[src/rtl/urgency_priority_queue_assert.svh]
// Assertion macros used by upq_dp.sv.
`ifndef URGENCY_PRIORITY_QUEUE_ASSERT_SVH
`define URGENCY_PRIORITY_QUEUE_ASSERT_SVH
`ifndef SYNTH
`define UPQ_ASSERT(lbl, prop, msg) \
  lbl: assert property (@(posedge clk) disable iff (rst) prop) else $error(msg);
`define UPQ_ASSERT_ALWAYS(lbl, prop, msg) \
  lbl: assert property (@(posedge clk) prop) else $error(msg);
`else
`define UPQ_ASSERT(lbl, prop, msg)
`define UPQ_ASSERT_ALWAYS(lbl, prop, msg)
`endif
`endif

[src/rtl/upq_pkg.sv]
package upq_pkg;

  localparam int DEPTH_DEFAULT = 16;
  localparam int OCC_W         = 5;

  localparam logic [1:0] TYPE_MSG = 2'd0;
  localparam logic [1:0] TYPE_SYS = 2'd1;
  localparam logic [1:0] TYPE_APP = 2'd2;

  localparam logic [1:0] RANK_MSG  = 2'd3;
  localparam logic [1:0] RANK_SYS  = 2'd2;
  localparam logic [1:0] RANK_APP  = 2'd1;
  localparam logic [1:0] RANK_NONE = 2'd0;

  typedef enum logic {
    KIND_PUSH = 1'b0,
    KIND_POP  = 1'b1
  } kind_t;

  typedef enum logic [1:0] {
    ST_OK    = 2'd0,
    ST_FULL  = 2'd1,
    ST_EMPTY = 2'd2
  } status_t;

  typedef struct packed {
    kind_t       kind;
    logic [1:0]  note_type;
    logic        urgent;
    logic [31:0] timestamp;
    logic [15:0] payload;
  } req_t;

  typedef struct packed {
    status_t          status;
    logic [1:0]       out_type;
    logic             out_urgent;
    logic [31:0]      out_timestamp;
    logic [15:0]      out_payload;
    logic [OCC_W-1:0] occupancy;
  } rsp_t;

  typedef struct packed {
    logic [1:0]  note_type;
    logic        urgent;
    logic [31:0] timestamp;
    logic [15:0] payload;
  } entry_t;

  typedef enum logic [2:0] {
    S_IDLE,
    S_DECODE,
    S_SCAN,
    S_SCAN_END,
    S_SHIFT_START,
    S_SHIFT,
    S_SHIFT_END,
    S_FINISH
  } state_t;

  // controller -> datapath
  typedef struct packed {
    logic load;
    logic start_scan;
    logic start_shift;
    logic issue;
    logic shifting;
    logic finish;
  } cmd_t;

  // datapath -> controller
  typedef struct packed {
    logic is_pop;
    logic empty;
    logic idx_last;
    logic shift_none;
    logic out_free;
  } sts_t;

  function automatic logic [1:0] rank_of(input logic [1:0] t);
    logic [1:0] r;
    case (t)
      TYPE_MSG: r = RANK_MSG;
      TYPE_SYS: r = RANK_SYS;
      TYPE_APP: r = RANK_APP;
      default:  r = RANK_NONE;
    endcase
    return r;
  endfunction

  // true when a is more urgent than b
  function automatic logic beats(input entry_t a, input entry_t b);
    logic ua;
    logic ub;
    logic w;
    ua = (a.note_type == TYPE_SYS) && a.urgent;
    ub = (b.note_type == TYPE_SYS) && b.urgent;
    if (ua != ub) begin
      w = ua;
    end else if (a.timestamp != b.timestamp) begin
      w = a.timestamp < b.timestamp;
    end else if (ua) begin
      w = 1'b0;
    end else begin
      w = rank_of(a.note_type) > rank_of(b.note_type);
    end
    return w;
  endfunction

endpackage

[src/rtl/upq_ctrl.sv]
module upq_ctrl (
  input  logic          clk,
  input  logic          rst,
  input  logic          req_valid,
  output logic          req_stall,
  input  upq_pkg::sts_t sts,
  output upq_pkg::cmd_t cmd
);
  import upq_pkg::*;

  state_t state;
  state_t state_next;

  always_ff @(posedge clk) begin
    if (rst) begin
      state <= S_IDLE;
    end else begin
      state <= state_next;
    end
  end

  always_comb begin
    state_next = state;
    cmd        = '0;
    req_stall  = 1'b1;
    unique case (state)
      S_IDLE: begin
        req_stall = 1'b0;
        if (req_valid) begin
          cmd.load   = 1'b1;
          state_next = S_DECODE;
        end
      end
      S_DECODE: begin
        if (sts.is_pop && !sts.empty) begin
          cmd.start_scan = 1'b1;
          state_next     = S_SCAN;
        end else begin
          state_next = S_FINISH;
        end
      end
      S_SCAN: begin
        cmd.issue = 1'b1;
        if (sts.idx_last) begin
          state_next = S_SCAN_END;
        end
      end
      // last read word is compared here
      S_SCAN_END: begin
        state_next = S_SHIFT_START;
      end
      S_SHIFT_START: begin
        cmd.start_shift = 1'b1;
        state_next      = sts.shift_none ? S_FINISH : S_SHIFT;
      end
      S_SHIFT: begin
        cmd.issue    = 1'b1;
        cmd.shifting = 1'b1;
        if (sts.idx_last) begin
          state_next = S_SHIFT_END;
        end
      end
      S_SHIFT_END: begin
        cmd.shifting = 1'b1;
        state_next   = S_FINISH;
      end
      S_FINISH: begin
        if (sts.out_free) begin
          cmd.finish = 1'b1;
          state_next = S_IDLE;
        end
      end
      default: begin
        state_next = S_IDLE;
      end
    endcase
  end

endmodule

[src/rtl/upq_dp.sv]
`include "urgency_priority_queue_assert.svh"

module upq_dp #(
  parameter int DEPTH = upq_pkg::DEPTH_DEFAULT
) (
  input  logic          clk,
  input  logic          rst,
  input  upq_pkg::req_t req,
  input  upq_pkg::cmd_t cmd,
  output upq_pkg::sts_t sts,
  output logic          rsp_valid,
  input  logic          rsp_stall,
  output upq_pkg::rsp_t rsp
);
  import upq_pkg::*;

  localparam int AW = $clog2(DEPTH);
  localparam int CW = $clog2(DEPTH + 1);

  entry_t          mem [DEPTH];
  entry_t          rd_data;
  logic            rd_vld;
  logic [AW-1:0]   rd_idx;
  logic [CW-1:0]   idx;
  logic [CW-1:0]   cnt;
  logic [CW-1:0]   cnt_next;
  logic [AW-1:0]   best_idx;
  entry_t          best;
  req_t            op;
  rsp_t            rsp_next;
  logic [CW+OCC_W-1:0] occ_ext;

  logic            full;
  logic            empty;
  logic            wr_en;
  logic [AW-1:0]   wr_addr;
  entry_t          wr_data;

  assign full  = (cnt == CW'(DEPTH));
  assign empty = (cnt == '0);

  // one write port: compaction moves, or the push at the end of an item
  always_comb begin
    wr_en   = 1'b0;
    wr_addr = rd_idx - AW'(1);
    wr_data = rd_data;
    if (rd_vld && cmd.shifting) begin
      wr_en = 1'b1;
    end else if (cmd.finish && op.kind == KIND_PUSH && !full) begin
      wr_en             = 1'b1;
      wr_addr           = cnt[AW-1:0];
      wr_data.note_type = op.note_type;
      wr_data.urgent    = op.urgent;
      wr_data.timestamp = op.timestamp;
      wr_data.payload   = op.payload;
    end
  end

  always_ff @(posedge clk) begin
    if (wr_en) begin
      mem[wr_addr] <= wr_data;
    end
    if (cmd.issue) begin
      rd_data <= mem[idx[AW-1:0]];
    end
  end

  always_comb begin
    cnt_next               = cnt;
    rsp_next.status        = ST_OK;
    rsp_next.out_type      = '0;
    rsp_next.out_urgent    = 1'b0;
    rsp_next.out_timestamp = '0;
    rsp_next.out_payload   = '0;
    if (cmd.finish) begin
      if (op.kind == KIND_PUSH) begin
        if (full) begin
          rsp_next.status = ST_FULL;
        end else begin
          cnt_next = cnt + CW'(1);
        end
      end else if (empty) begin
        rsp_next.status = ST_EMPTY;
      end else begin
        cnt_next               = cnt - CW'(1);
        rsp_next.out_type      = best.note_type;
        rsp_next.out_urgent    = best.urgent;
        rsp_next.out_timestamp = best.timestamp;
        rsp_next.out_payload   = best.payload;
      end
    end
    occ_ext            = (CW + OCC_W)'(cnt_next);
    rsp_next.occupancy = occ_ext[OCC_W-1:0];
  end

  always_ff @(posedge clk) begin
    if (rst) begin
      rd_vld    <= 1'b0;
      cnt       <= '0;
      rsp_valid <= 1'b0;
    end else begin
      rd_vld <= cmd.issue;
      cnt    <= cnt_next;
      if (cmd.finish) begin
        rsp_valid <= 1'b1;
      end else if (!rsp_stall) begin
        rsp_valid <= 1'b0;
      end
    end
  end

  always_ff @(posedge clk) begin
    if (cmd.load) begin
      op <= req;
    end
    if (cmd.start_scan) begin
      idx <= '0;
    end else if (cmd.start_shift) begin
      idx <= CW'(best_idx) + CW'(1);
    end else if (cmd.issue) begin
      idx <= idx + CW'(1);
    end
    if (cmd.issue) begin
      rd_idx <= idx[AW-1:0];
    end
    // slot 0 seeds the running best; later slots replace it only when strictly better
    if (rd_vld && !cmd.shifting && (rd_idx == '0 || beats(rd_data, best))) begin
      best     <= rd_data;
      best_idx <= rd_idx;
    end
    if (cmd.finish) begin
      rsp <= rsp_next;
    end
  end

  assign sts.is_pop     = (op.kind == KIND_POP);
  assign sts.empty      = empty;
  assign sts.idx_last   = ((idx + CW'(1)) == cnt);
  assign sts.shift_none = ((CW'(best_idx) + CW'(1)) == cnt);
  assign sts.out_free   = !rsp_valid || !rsp_stall;

  `UPQ_ASSERT(a_cnt_bound, cnt <= CW'(DEPTH), "entry count above depth")
  `UPQ_ASSERT(a_read_in_range, cmd.issue |-> idx < cnt, "read beyond held entries")
  `UPQ_ASSERT(a_pop_decrements, (cmd.finish && op.kind == KIND_POP && !empty) |=> cnt == $past(cnt) - CW'(1), "pop did not drop count")
  `UPQ_ASSERT_ALWAYS(a_reset_clears_rsp, rst |=> !rsp_valid, "result valid after reset")

endmodule

[src/rtl/urgency_priority_queue.sv]
// Channel  Handshake              Payload         Role
// request  req_valid / req_stall  req  (req_t)    push or pop item
// result   rsp_valid / rsp_stall  rsp  (rsp_t)    one result per item
//
// Push, full push and empty pop: S_IDLE accepts, S_DECODE, and S_FINISH registers the result.
// Pop: one read per slot in S_SCAN finds the winner, then S_SCAN_END and S_SHIFT_START;
// unless the winner is in the last slot, one read per later slot in S_SHIFT closes the gap.
// Reset (rst, synchronous) empties the queue; memory contents are not cleared.
// A new item is taken while an earlier result waits under rsp_stall;
// it completes once the result register is free.
module urgency_priority_queue #(
  parameter int DEPTH = upq_pkg::DEPTH_DEFAULT
) (
  input  logic          clk,
  input  logic          rst,
  input  logic          req_valid,
  output logic          req_stall,
  input  upq_pkg::req_t req,
  output logic          rsp_valid,
  input  logic          rsp_stall,
  output upq_pkg::rsp_t rsp
);
  import upq_pkg::*;

  cmd_t cmd;
  sts_t sts;

  upq_ctrl u_ctrl (
    .clk       (clk),
    .rst       (rst),
    .req_valid (req_valid),
    .req_stall (req_stall),
    .sts       (sts),
    .cmd       (cmd)
  );

  upq_dp #(
    .DEPTH (DEPTH)
  ) u_dp (
    .clk       (clk),
    .rst       (rst),
    .req       (req),
    .cmd       (cmd),
    .sts       (sts),
    .rsp_valid (rsp_valid),
    .rsp_stall (rsp_stall),
    .rsp       (rsp)
  );

endmodule
[config.mk]
export PLATFORM = sky130hd
export DESIGN_NAME = urgency_priority_queue
export DESIGN_NICKNAME = d
export VERILOG_FILES = /design/src/rtl/upq_pkg.sv /design/src/rtl/upq_ctrl.sv /design/src/rtl/upq_dp.sv /design/src/rtl/urgency_priority_queue.sv
export VERILOG_INCLUDE_DIRS = /design/src /design/src/rtl
export SDC_FILE = /design/constraint.sdc
export NUM_CORES = 1
export LEC_CHECK = 0
export BUFFER_PORTS_ARGS = -buffer_cell sky130_fd_sc_hd__buf_2
export CORE_MARGIN = 2
export CORE_UTILIZATION = 62
export DETAILED_ROUTE_END_ITERATION = 8
export GPL_ROUTABILITY_DRIVEN = 0
export PLACE_DENSITY = 0.89
export SYNTH_ARGS = -nofsm -noshare
export SYNTH_HDL_FRONTEND = slang
export SYNTH_SLANG_ARGS = --single-unit
[constraint.sdc]
create_clock -name clk -period 8.3 [get_ports clk]
set_clock_uncertainty 0.1 [all_clocks]
set_input_delay 0.415 -clock clk [delete_from_list [all_inputs] [get_ports clk]]
set_output_delay 0.415 -clock clk [all_outputs]
set_load 0.01 [all_outputs]
==> run metrics, run 1 <==
Via Count 20.9k; Distinct cells, synth 57; CTS resizes 0; fraction of registers with async set/reset 0%; WHS Path Cells 5; family with the most delay on the worst path simple AND/OR/NAND/NOR gates; Buffers on Ports 115; Crit Path Class flop to flop; pre-CTS WS 3310 ps; largest area contributor in the netlist edfxtp_1; mapped cell area 40400 um^2; cell count after placement 2717; die area 67300 um^2; Most Used Layer, Global Route met2; Worst EP arrival 5470 ps; share of cells above drive strength 1 28.5%; fmax 189 MHz; Detailed Route WL 105000 um; critical-path cell list inv_1 > ha_1 > and4bb_2 > nor4_4 > buf_4 > mux2i_1 > nand2_1 > nor2_4 > buf_4; slowest stage delay, CP 990 ps; run status complete, no violations; core area 64500 um^2; synth-to-layout area growth 13.5%; Pwr per Cell Area 316 nW/um^2; area share of the leading cell type in the synthesized netlist 76.9%; htree depth 3; Crit Path Max Fanout 61; final setup violation count 0; Num CTS Buffers 99; register area share after synthesis 77.7%; initial drt markers 3492; nets 2114; post-detail-place hpwl 51700 um; setup tns final 0 ps; total stage count of the critical path 9; Tcrit/Tclk final 63.6%; Max VDD drop 191 uV; Worst Setup Start Kind flop; Setup Buffers After CTS 0; Die Wd 259 um; Finished Layout Cells 2959; clk_lat worst skew 660 ps; largest net degree at the start of global routing 72; clock sinks 1051; Remaining DRCs 0; Syn Inst Count 1799; CP endpoint kind flop; Initial Util 62.7%; Post-Syn Nets 1895; Crit-path slowest cell nor2_4; R2R depth 9; Rel. slew slack 13.1%; clock slew at reported path FFs 60 ps; Synth area leaders edfxtp_1, mux4_2, ha_1, mux2_1, dfxtp_1; num ports 116; Via density 7.07; RSZ-0062 raised after global routing no; Post-synth EDFFs 1036; Worst Hold Class input pin to flop; Tmin final 5280 ps; standard-cell rows 93; met2 Usage GRT 51.7%; gr usage total 31.7%; TritonCTS clock tree yes; FF-to-FF Start u_dp.cnt[0]$_SDFF_PP0_; Post-Syn Area per Cell 22.5 um^2; Least-Margin Pin Slew 1300 ps; Top FF cell, synth edfxtp_1; initial antenna violation count 3; number of global-route vias before repair 21.1k; Hold Startpoint req_valid; crit path buf inv count 3; most used cell along the critical path buf_4; Final Hold Vio Count 0; Max Cap Violations 0; worst hold endpoint u_ctrl.state[0]$_SDFFE_PP0P_; FF-to-FF End u_dp.mem[0][25]$_DFFE_PP_; Synthesis Warnings 0; Lkg Pwr 14.7 nW; antenna-violating nets left 0; met1 Track Usage GR 42.2%; R2R Setup Slk 3020 ps; CTS Hold Bufs 55; met3 usage 6.15%; PnR worst setup slack 3020 ps; CP required 8490 ps; drt wl/cell 35.3 um; CTS root buf clkbuf_16; clk buf depth 3; first-pass GRT wire length 151000 um; Synth Register Bits 1051; total grt overflow 0; die height 259 um; Max Slew Vio Count 0; router iterations before antenna repair 8
==> cells in the final DEF (no fill, tap or decap), types with 22 or more instances in the layout <==
cell / count
edfxtp_1: 1036
mux4_2: 255
buf_2: 115
clkbuf_16: 101
dlygate4sd3_1: 55
nor2_1: 54
inv_1: 46
ha_1: 40
mux2_1: 29
nand2_1: 29
buf_4: 29
a21oi_1: 27
and2_1: 22
mux2_2: 22
clkinv_1: 22
==> where the power goes <==
part           switching (W)  total [W]  internal (W)  leakage [nW]
Combinational        0.00163    0.00299       0.00136          3.59
Sequential          0.000347    0.00684       0.00650          9.45
Clock                0.00200    0.00469       0.00268          1.62
==> cell usage after synthesis (13+ instances only) <==
cell type  instances
buf_6             17
buf_2             25
clkbuf_1          34
dfxtp_1           15
mux2_2            22
nand2_1           29
edfxtp_1        1036
ha_1              40
a21oi_1           28
and2_1            22
mux2_1            29
nor2_1            67
inv_1             47
nand3_1           13
mux4_2           255
==> per-layer routing <==
layer	routed length [um]	share of wire, %	vias up
met5	22	0.021	-
met4	5490	5.3	4
met3	12000	12	396
met2	52000	50	2042
met1	35000	33	10600
li1	-	-	7919
==> worst max-delay path by stage <==
stage | start | end
final | u_dp.cnt[0]$_SDFF_PP0_ | u_dp.mem[0][25]$_DFFE_PP_
after global routing | u_dp.cnt[0]$_SDFF_PP0_ | u_dp.mem[0][26]$_DFFE_PP_
after CTS | u_dp.cnt[0]$_SDFF_PP0_ | u_dp.mem[0][25]$_DFFE_PP_
after detailed placement | u_dp.cnt[0]$_SDFF_PP0_ | u_dp.mem[0][13]$_DFFE_PP_
after global placement | u_dp.cnt[0]$_SDFF_PP0_ | u_dp.mem[1][12]$_DFFE_PP_
after floorplan | u_dp.best[16]$_DFFE_PP_ | u_dp.best[0]$_DFFE_PP_
==> registers in the layout, summed over array words and instances, names as in the netlist <==
register	cells
u_dp.rd_data	51
u_dp.rsp_valid	1
u_dp.rd_idx	4
u_dp.sts	1
u_dp.op	51
u_ctrl.state	3
u_dp.idx	5
u_dp.best	51
u_dp.cnt	5
u_dp.rsp	58
u_dp.rd_vld	1
u_dp.best_idx	4
u_dp.mem	816
==> worst min-delay path, stage by stage <==
cell	delay (ps)
buf_2	100
a21oi_1	60
o32ai_1	140
a21oi_1	70
a31oi_1	180
==> metrics by stage <==
stage	area, um^2	hold WS [ps]	total power, W	utilization (%)
CTS	45900	217	0.0145	71.2
detailed placement	42000	339	0.00974	65.2
global route	45900	279	0.0149	71.2
floorplan	40400	319	0.00893	-
global placement	42000	329	0.00952	65.2
finish	45900	254	0.0145	71.2
==> final cells by class <==
class                   count  area (um^2)
clock buffers             119         2610
fillers                  3370        18600
well taps                 855         1070
repair buffers            200         1360
inverters                  47          176
multi-input cells         619         8540
diodes                      1         2.50
flip-flops and latches   1051        31400
clock inverters            67          712
==> cells by family after synthesis <==
| logic type | share of synthesized area [%] |
|---|---|
| DFF | 77.7 |
| AOI/OAI and AO/OA | 1.30 |
| and+or+nand+nor | 2.20 |
| muxes | 15.7 |
| buffers and inverters | 1.60 |
| adders and majority gates | 1.24 |
| xor gates and xnor gates | 0.303 |
Note: power is estimated with default switching activity, not from simulation.
==> run 2: changes to the inputs <==
--- a/config.mk
+++ b/config.mk
@@ -8,10 +8,10 @@
 export LEC_CHECK = 0
 export BUFFER_PORTS_ARGS = -buffer_cell sky130_fd_sc_hd__buf_2
 export CORE_MARGIN = 2
-export CORE_UTILIZATION = 62
+export CORE_UTILIZATION = 56
 export DETAILED_ROUTE_END_ITERATION = 8
 export GPL_ROUTABILITY_DRIVEN = 0
-export PLACE_DENSITY = 0.89
+export PLACE_DENSITY = 0.86
 export SYNTH_ARGS = -nofsm -noshare
 export SYNTH_HDL_FRONTEND = slang
 export SYNTH_SLANG_ARGS = --single-unit
==> constraint.sdc (replaced) <==
create_clock -name clk -period 4.38 [get_ports clk]
set_clock_uncertainty 0.1 [all_clocks]
set_input_delay 0.219 -clock clk [delete_from_list [all_inputs] [get_ports clk]]
set_output_delay 0.219 -clock clk [all_outputs]
set_load 0.01 [all_outputs]
==> run 2 against run 1 <==
First-iteration DRC count decreased by 8.8%. Power grew 91%. Critical endpoint is now u_dp.mem[0][32]$_DFFE_PP_. Cell area increased by 1.1%. Highest routed layer unchanged. Combinational power increased by 95%. Sequential power up 89%.
==> run metrics, run 2 (synthesis results as in run 1) <==
Final Hold Vio Count 0; num ports 116; critical-path cell list inv_1 > ha_1 > and4bb_2 > nor4_4 > mux2i_1 > nand2_1 > nor2_4 > buf_12; core area 71500 um^2; CP endpoint kind flop; total power draw 0.0277 W; gr usage total 28.0%; router iterations before antenna repair 6; cell count after placement 2824; max FFs per register 816; fmax 248 MHz; die area 74400 um^2; initial antenna violation count 3; Finished Layout Cells 3064; number of global-route vias before repair 20.9k; Num CTS Buffers 101; synth-to-layout area growth 14.8%; family with the most delay on the worst path simple AND/OR/NAND/NOR gates; Via density 6.73; Lkg Pwr 14.8 nW; crit path buf inv count 2; PnR worst setup slack 353 ps; RSZ-0062 raised after global routing no; initial drt markers 3186; Max VDD drop 469 uV; largest net degree at the start of global routing 74; Buffers on Ports 115; clk_lat worst skew 660 ps; Tmin final 4030 ps; nets 2128; Tcrit/Tclk final 91.9%; htree depth 3; Pwr per Cell Area 597 nW/um^2; CTS root buf clkbuf_16; run status complete, no violations; pre-CTS WS 637 ps; Reg with most FFs u_dp.mem; Least-Margin Pin Slew 1170 ps; Fillers 4226; Crit Path Max Fanout 37; commonest cells after routing, fill and taps aside edfxtp_1, mux4_2, buf_2, clkbuf_16, dlygate4sd3_1; drt wl/cell 33.4 um; Max Slew Vio Count 0; TritonCTS clock tree yes; Via Count 20.6k; standard-cell rows 98; leading cell type in the layout, fill and taps excluded edfxtp_1; CP required 4600 ps; R2R Setup Slk 350 ps; Max Cap Violations 0; die height 273 um; Remaining DRCs 0; Top Registers u_dp.mem (816), u_dp.rsp (58); clk buf depth 3; final setup violation count 0; clock sinks 1051; Crit-path slowest cell nor2_4; antenna-violating nets left 0; Die Wd 273 um; Worst Hold Class input pin to flop; clock slew at reported path FFs 70 ps; CTS resizes 0; share of cells above drive strength 1 29.0%; post-detail-place hpwl 52500 um; slowest stage delay, CP 610 ps; Core Util, Final 64.9%; Detailed Route WL 102000 um; Worst Setup Start Kind flop; Initial Util 56.6%; first-pass GRT wire length 148000 um; total grt overflow 0; Rel. slew slack 22.0%; Crit Path Class flop to flop; Worst EP arrival 4240 ps
==> run 2: cell count changes in the layout (fill, tap and decap cells not counted) <==
| cell | delta |
|---|---|
| clkinv_4 | -1 |
| clkinvlp_4 | -1 |
| clkbuf_1 | +4 |
| clkbuf_8 | -1 |
| clkinv_2 | +1 |
| buf_4 | -9 |
| inv_16 | -1 |
| buf_12 | +21 |
| bufinv_16 | +2 |
| diode_2 | +2 |
| clkinv_8 | +1 |
| clkbuf_16 | +1 |
| clkinv_1 | -9 |
==> run 2: cell type report <==
cell class / count / area (um^2) / share of cell area, %
Inverter: 47 / 176 / 0.380
Clock buffer: 123 / 2630 / 5.67
Tap cell: 950 / 1190 / 2.56
Timing Repair Buffer: 212 / 1720 / 3.70
Clock inverter: 59 / 723 / 1.56
Antenna cell: 3 / 7.51 / 0.0162
Multi-Input combinational cell: 619 / 8540 / 18.4
Sequential cell: 1051 / 31400 / 67.7
==> run 2: path summary, 6_finish.rpt <==
| check | from | to | depth (start not counted) |
|---|---|---|---|
| worst max-delay path | u_dp.cnt[1]$_SDFF_PP0_ | u_dp.mem[0][32]$_DFFE_PP_ | 8 |
| worst min-delay path | req_valid | u_ctrl.state[0]$_SDFFE_PP0P_ | 5 |
| worst max register to register | u_dp.cnt[1]$_SDFF_PP0_ | u_dp.mem[0][32]$_DFFE_PP_ | 8 |
| worst min register to register | u_dp.rd_data[1]$_DFFE_PP_ | u_dp.best[1]$_DFFE_PP_ | 0 |
==> run 2: where the power goes <==
group / leakage (nW) / internal, W / switching (W)
registers: 9.45 / 0.0123 / 0.000568
logic: 3.72 / 0.00264 / 0.00318
clock network: 1.64 / 0.00522 / 0.00377
total: 14.8 / 0.0202 / 0.00752
==> run 2: layer usage <==
metal	GRT usage [%]	vias to the layer above	share of wire, %
met5	0	-	0.012
met4	11.1	2	3.7
met3	5.10	260	11
met2	46.5	1750	51
met1	37.3	10700	35
li1	-	7964	-
==> run 2: what timing repair did <==
item / in CTS / in global routing
buffers inserted: 0 / 0
hold buffers: 55 / 0
hold endpoints to repair: 62 / 0
==> run 2: per-stage QoR <==
stage          TNS (ps)  instance area (um^2)  hold slack (ps)
4_1_cts               0                 46400             81.8
6_report              0                 46400              119
3_5_place_dp          0                 42500              297
3_3_place_gp          0                 42500              298
5_1_grt               0                 46400              148
2_1_floorplan    -99270                 40500              218
==> run 2: worst register-to-register path: stages (launching register included) <==
cell      delay [ps]
dfxtp_1          580
inv_1            170
ha_1             280
and4bb_2         280
nor4_4           540
mux2i_1          350
nand2_1          340
nor2_4           610
buf_12           340
